--- src/rtl/ahtr_pkg.sv ---
package ahtr_pkg;

    // Telegram layout
    localparam int OFFSET_W = 9;
    localparam logic [OFFSET_W-1:0] HEADER_BYTES   = OFFSET_W'(5);
    localparam logic [OFFSET_W-1:0] CHECKSUM_BYTES = OFFSET_W'(2);
    localparam logic [OFFSET_W-1:0] LEN_POS        = OFFSET_W'(2);
    localparam logic [OFFSET_W-1:0] CMD_POS        = OFFSET_W'(4);
    localparam logic [7:0]          ACK_RESET      = 8'h06;

    typedef enum logic [1:0] {
        PH_ACK  = 2'd0,
        PH_HDR  = 2'd1,
        PH_DATA = 2'd2
    } phase_t;

    typedef enum logic [1:0] {
        KIND_PAYLOAD = 2'd0,
        KIND_DONE    = 2'd1,
        KIND_ERROR   = 2'd2
    } kind_t;

    typedef struct packed {
        logic [15:0] overflow_count;
        logic [7:0]  payload_length;
        logic [7:0]  command_code;
        logic [7:0]  payload_byte;
        kind_t       kind;
    } rec_t;

endpackage

--- src/rtl/ahtr_parser.sv ---
module ahtr_parser
    import ahtr_pkg::*;
(
    input  logic       aclk,
    input  logic       aresetn,
    input  logic       cfg_we,
    input  logic [7:0] cfg_wdata,
    input  logic       accept,
    input  logic [7:0] rx_byte,
    input  logic       fifo_overflow,
    output logic       has_result,
    output rec_t       rec
);

    phase_t              phase_reg, phase_next;
    logic [OFFSET_W-1:0] offset_reg, offset_next;
    logic [7:0]          length_reg, length_next;
    logic [7:0]          command_reg, command_next;
    logic [15:0]         ovf_reg, ovf_next;
    logic [7:0]          ack_reg;

    logic [7:0]          pay_len;
    logic [OFFSET_W-1:0] pay_len_w;
    logic [OFFSET_W-1:0] offset_inc;

    // Length byte zero counts as an empty payload
    assign pay_len    = (length_reg == 8'd0) ? 8'd0 : length_reg - 8'd1;
    assign pay_len_w  = {1'b0, pay_len};
    assign offset_inc = offset_reg + OFFSET_W'(1);

    // Count overflow flags, hold at full scale
    assign ovf_next = (fifo_overflow && ovf_reg != 16'hFFFF) ? ovf_reg + 16'd1 : ovf_reg;

    // Next state and result
    always_comb begin
        phase_next   = phase_reg;
        offset_next  = offset_reg;
        length_next  = length_reg;
        command_next = command_reg;
        has_result   = 1'b0;
        rec.kind           = KIND_PAYLOAD;
        rec.payload_byte   = 8'd0;
        rec.command_code   = command_reg;
        rec.payload_length = pay_len;
        rec.overflow_count = ovf_next;
        unique case (phase_reg)
            PH_HDR: begin
                if (offset_reg == LEN_POS) begin
                    length_next = rx_byte;
                end
                if (offset_reg == CMD_POS) begin
                    command_next = rx_byte;
                end
                offset_next = offset_inc;
                if (offset_inc >= HEADER_BYTES) begin
                    offset_next = '0;
                    phase_next  = PH_DATA;
                end
            end
            PH_DATA: begin
                offset_next = offset_inc;
                if (offset_reg < pay_len_w) begin
                    has_result       = 1'b1;
                    rec.payload_byte = rx_byte;
                end else if (offset_inc >= pay_len_w + CHECKSUM_BYTES) begin
                    offset_next = '0;
                    phase_next  = PH_ACK;
                    has_result  = 1'b1;
                    rec.kind    = KIND_DONE;
                end
            end
            default: begin
                // Waiting for acknowledge; the unused code behaves the same
                offset_next = '0;
                if (rx_byte == ack_reg) begin
                    phase_next = PH_HDR;
                end else begin
                    phase_next = PH_ACK;
                    has_result = 1'b1;
                    rec.kind   = KIND_ERROR;
                end
            end
        endcase
    end

    // Advance parser state on each accepted item
    always_ff @(posedge aclk) begin
        if (!aresetn) begin
            phase_reg   <= PH_ACK;
            offset_reg  <= '0;
            length_reg  <= 8'd0;
            command_reg <= 8'd0;
            ovf_reg     <= 16'd0;
        end else if (accept) begin
            phase_reg   <= phase_next;
            offset_reg  <= offset_next;
            length_reg  <= length_next;
            command_reg <= command_next;
            ovf_reg     <= ovf_next;
        end
    end

    // Hold the acknowledge value
    always_ff @(posedge aclk) begin
        if (!aresetn) begin
            ack_reg <= ACK_RESET;
        end else if (cfg_we) begin
            ack_reg <= cfg_wdata;
        end
    end

endmodule

--- src/rtl/ack_header_telegram_receiver_core.sv ---
// Throughput: one input item per cycle; s_tready drops only while the skid register
//   is full. A two-entry output buffer (result register plus skid register)
//   registers each result item and lets input continue while one result waits on
//   m_tready.
// Reset: aresetn is synchronous, active low; it clears the parser state and the
//   overflow count, loads the acknowledge value 0x06 and empties the output buffer.
module ack_header_telegram_receiver_core
    import ahtr_pkg::*;
(
    input  logic        aclk,
    input  logic        aresetn,
    input  logic        cfg_we,
    input  logic [7:0]  cfg_wdata,
    input  logic        s_tvalid,
    output logic        s_tready,
    input  logic [7:0]  s_tdata,   // [7:0] rx_byte
    input  logic [0:0]  s_tuser,   // [0] fifo_overflow
    output logic        m_tvalid,
    input  logic        m_tready,
    output logic [39:0] m_tdata,   // [7:0] payload_byte, [15:8] command_code,
                                   // [23:16] payload_length, [39:24] overflow_count
    output logic [1:0]  m_tuser    // [1:0] record_kind
);

    logic accept;
    logic has_result;
    rec_t rec;
    logic push, pop;

    logic out_valid_reg, skid_valid_reg;
    rec_t out_reg, skid_reg;

    assign s_tready = !skid_valid_reg;
    assign accept   = s_tvalid && s_tready;
    assign push     = accept && has_result;
    assign pop      = out_valid_reg && m_tready;

    ahtr_parser u_parser (
        .aclk          (aclk),
        .aresetn       (aresetn),
        .cfg_we        (cfg_we),
        .cfg_wdata     (cfg_wdata),
        .accept        (accept),
        .rx_byte       (s_tdata),
        .fifo_overflow (s_tuser[0]),
        .has_result    (has_result),
        .rec           (rec)
    );

    // Output buffer control
    always_ff @(posedge aclk) begin
        if (!aresetn) begin
            out_valid_reg  <= 1'b0;
            skid_valid_reg <= 1'b0;
        end else if (!out_valid_reg || pop) begin
            if (skid_valid_reg) begin
                skid_valid_reg <= 1'b0;
            end else begin
                out_valid_reg <= push;
            end
        end else if (push) begin
            skid_valid_reg <= 1'b1;
        end
    end

    // Output buffer payload
    always_ff @(posedge aclk) begin
        if (!out_valid_reg || pop) begin
            if (skid_valid_reg) begin
                out_reg <= skid_reg;
            end else if (push) begin
                out_reg <= rec;
            end
        end else if (push) begin
            skid_reg <= rec;
        end
    end

    assign m_tvalid = out_valid_reg;
    assign m_tuser  = out_reg.kind;
    assign m_tdata  = {out_reg.overflow_count, out_reg.payload_length,
                       out_reg.command_code, out_reg.payload_byte};

endmodule

--- config.mk ---
export PLATFORM = sky130hd
export DESIGN_NAME = ack_header_telegram_receiver_core
export DESIGN_NICKNAME = d
export VERILOG_FILES = /design/src/rtl/ahtr_pkg.sv /design/src/rtl/ahtr_parser.sv /design/src/rtl/ack_header_telegram_receiver_core.sv
export SDC_FILE = /design/constraint.sdc
export NUM_CORES = 1
export LEC_CHECK = 0
export BUFFER_PORTS_ARGS = -buffer_cell sky130_fd_sc_hd__buf_2
export CAP_MARGIN = 20
export CORE_ASPECT_RATIO = 1.75
export CORE_MARGIN = 2
export CORE_UTILIZATION = 58
export DETAILED_ROUTE_END_ITERATION = 12
export GPL_TIMING_DRIVEN = 0
export PLACE_DENSITY = 0.79
export SYNTH_ARGS = -nofsm -noshare
export SYNTH_HDL_FRONTEND = slang
export SYNTH_HIERARCHICAL = 1
export SYNTH_SLANG_ARGS = --single-unit
--- constraint.sdc ---
create_clock -name aclk -period 7 [get_ports aclk]
set_input_delay 1.05 -clock aclk [delete_from_list [all_inputs] [get_ports aclk]]
set_output_delay 1.05 -clock aclk [all_outputs]
set_load 0.05 [all_outputs]
==> results.py <==
metrics = {
    "outcome": {
        "outcome": "complete, no violations",
    },
    "timing": {
        "final.setup_skew_ns": 0.00791,
        "min_period_ns": 5.31,
        "final_hold_viol_count": 0,
        "finalSetupViolations": 0,
        "worst_slew_pin_slew_ns": 0.900,
        "rsz0062_at_grt": "no",
        "report.final.slew_viol_count": 0,
        "final.period_utilization_pct": 75.8,
        "holdWs_ns": 0.461,
        "slew_headroom_pct": 39.2,
        "max_clock_freq_mhz": 188,
    },
    "finish": {
        "syn2layout_area_growth_pct": 17.5,
        "multiInputGateArea_um2": 2930,
        "layout.nets": 693,
        "utilization_pct": 68.9,
        "largest_reg_flops": 42,
        "antennaDiodeCount": 0,
        "drive_gt1_share_pct": 25.8,
        "fillerInstances": 811,
        "seqCellArea_um2": 3580,
    },
    "clock_network": {
        "cts_tree": "done",
        "cts_made_buffers": 17,
        "ctsLongestPathBuffers": 2,
        "post-cts-setup-buffers": 0,
        "post_cts_resized": 0,
        "clk_pin_slew_ns": 0.06,
        "htreeDepth": 4,
        "clkSinkCount": 137,
        "cts_root_buffer": "clkbuf_16",
        "clk_latency_ns": 0.41,
        "hold_buffers": 0,
    },
    "worst_setup_path": {
        "path_class": "flip-flop to flip-flop",
        "cp.required_ns": 7.11,
        "cp_max_fo": 15,
        "crit_path_end_kind": "flip-flop",
        "cp-startpoint": "u_parser/length_reg[0]",
        "arrival_ns": 5.42,
        "reg2reg_from": "u_parser/length_reg[0]",
        "r2r_slack_ns": 1.69,
        "critPathLaunchType": "flip-flop",
    },
    "route": {
        "postRouteAntennaNets": 0,
        "drt-total-wl_um": 14500,
        "drt_iter0_drc": 260,
        "vias_per_cell": 5.70,
        "remaining_drc_errors": 0,
        "detail_route.wl_per_cell_um": 18.3,
        "vias": 4521,
        "dr.pass1.iters": 5,
    },
    "logic_synthesis": {
        "synth-edff-count": 84,
        "synth-async-reset-ratio_pct": 0,
        "syn_avg_cell_area_um2": 12.0,
        "syn-cell-area_um2": 6720,
        "synth.distinct_cells": 56,
        "synth_warnings": 6,
        "synth_seq_area_share_pct": 53.4,
        "netlist_instances": 558,
        "ys_ff_latch": 137,
        "synth_fp_nets": 606,
        "synthFlopType": "edfxtp_1",
    },
    "global_route": {
        "gr-usage-all-layers_pct": 24.3,
        "overflow": 0,
        "grt_max_degree": 25,
        "grt_pass1_wl_um": 23300,
        "antenna_found_initial": 0,
        "grt_pass1_vias": 4724,
    },
    "power": {
        "p_per_area_nw_per_um2": 246,
        "ir_drop_mv": 0.205,
        "p_leak_nw": 3.21,
        "power_mw": 1.94,
    },
    "min_path": {
        "hp-start": "u_parser/command_reg[1]",
        "hold_path_class": "flip-flop to flip-flop",
    },
    "placed_design": {
        "hpwlAfterDp_um": 10500,
        "gp_congestion": 0.878,
        "io_buffer_count": 64,
    },
    "floorplan": {
        "die_w_um": 85.3,
        "initial_utilization_pct": 58.7,
        "fp.dieH_um": 146,
        "rows": 52,
        "coreArea_um2": 11500,
        "dieArea_um2": 12500,
        "io_pins": 66,
    },
    "run": {
        "cap_violations": 0,
    },
}
==> area by class of cell <==
type,count,area share [%]
sequential,137,45.4
tap,135,2.14
buffer,24,1.81
inverter,21,0.999
timing repair buffer,68,4.88
multi-input combinational,376,37.1
clock buffer,19,5.49
clock inverter,13,2.12
==> final timing paths <==
check                                    end  depth (start not counted)
worst max-delay path             skid_reg[9]                         17
worst max register to register   skid_reg[9]                         17
worst min-delay path            skid_reg[11]                          0
worst min register to register  skid_reg[11]                          0
==> metrics by stage <==
step / cell area [um2] / setup slack [ns] / std cells / setup TNS [ns]
floorplan: 6720 / 1.23 / 558 / 0
global placement: 7210 / -0.551 / 757 / -24.56
detailed placement: 7290 / 1.78 / 761 / 0
CTS: 7890 / 1.74 / 793 / 0
global route: 7890 / 1.38 / 793 / 0
finish: 7890 / 1.69 / 793 / 0
==> routing by layer <==
layer / global-route usage (%) / part of all wire [%]
met2: 45.7 / 56
met3: 4.75 / 3.6
met4: 10.2 / 3.1
met1: 25.6 / 37
met5: 0 / 0
==> synth_stat cells (all sizes together) (2+ instances only) <==
library cell / number / area share (%)
edfxtp: 84 / 38
dfxtp: 53 / 16
mux2: 44 / 7.4
nand2: 40 / 2.2
xnor2: 36 / 4.8
nor2b: 28 / 2.6
mux2i: 27 / 4.0
ha: 26 / 4.8
inv: 21 / 1.2
nor2: 20 / 1.2
nand3: 19 / 1.5
and3: 18 / 1.7
xor2: 17 / 2.2
and2: 15 / 1.4
buf: 13 / 1.5
a21boi: 11 / 1.2
clkbuf: 11 / 0.63
a21oi: 10 / 1.0
nand4: 10 / 0.93
nor3: 9 / 0.84
o211ai: 5 / 0.56
nor4b: 4 / 0.71
nand2b: 3 / 0.28
nand3b: 3 / 0.34
nor4: 3 / 0.28
o21ai: 3 / 0.22
o22ai: 3 / 0.28
or3: 3 / 0.28
a211oi: 2 / 0.30
a21o: 2 / 0.22
a31oi: 2 / 0.28
and3b: 2 / 0.26
or2: 2 / 0.19
==> cell usage in the layout, fill, tap and decap left out, types with 4 or more instances in the layout <==
master,n
edfxtp_1,84
buf_2,69
dfxtp_1,53
mux2_2,44
nand2_1,40
xnor2_1,35
nor2b_1,28
mux2i_1,27
ha_1,26
inv_1,21
nor2_1,19
and3_1,18
nand3_1,18
clkbuf_16,17
xor2_1,17
and2_1,15
clkbuf_1,12
nand4_1,10
nor3_1,8
buf_6,7
a21boi_1,7
a21oi_1,6
o211ai_1,5
a21boi_0,4
==> power by group <==
part           total [mW]  internal [mW]  switching, mW
Clock               0.906          0.564          0.342
Combinational       0.144         0.0392          0.104
Sequential          0.891          0.882        0.00951
Total                1.94           1.49          0.456
==> worst max-delay path: stages (launching register included) <==
cell	delay, ns
dfxtp_1	0.34
inv_1	0.09
ha_1	0.15
nor4b_1	0.53
nor3_1	0.11
a21oi_1	0.49
ha_1	0.35
a21o_1	0.17
a22oi_1	0.18
nand2_1	0.09
a41oi_1	0.69
nor2_1	0.12
o21bai_1	0.33
nand2_1	0.18
nor4b_4	0.57
buf_6	0.25
buf_8	0.17
buf_6	0.19
==> cell families (layout without fill, tap and decap cells) <==
kind of cell             after synthesis  in the layout  synth area share, %
multiplexers                          71             71                 11.4
XOR/XNOR                              53             53                 7.02
flip-flops                           137            137                 53.4
adder cells (fa/ha/maj)               26             26                 4.84
buffers and inverters                 45            145                 3.30
AO/OA/AOI/OAI                         44             44                 4.97
AND/OR/NAND/NOR                      182            182                 15.1
Power figures use the tool's default switching activity.
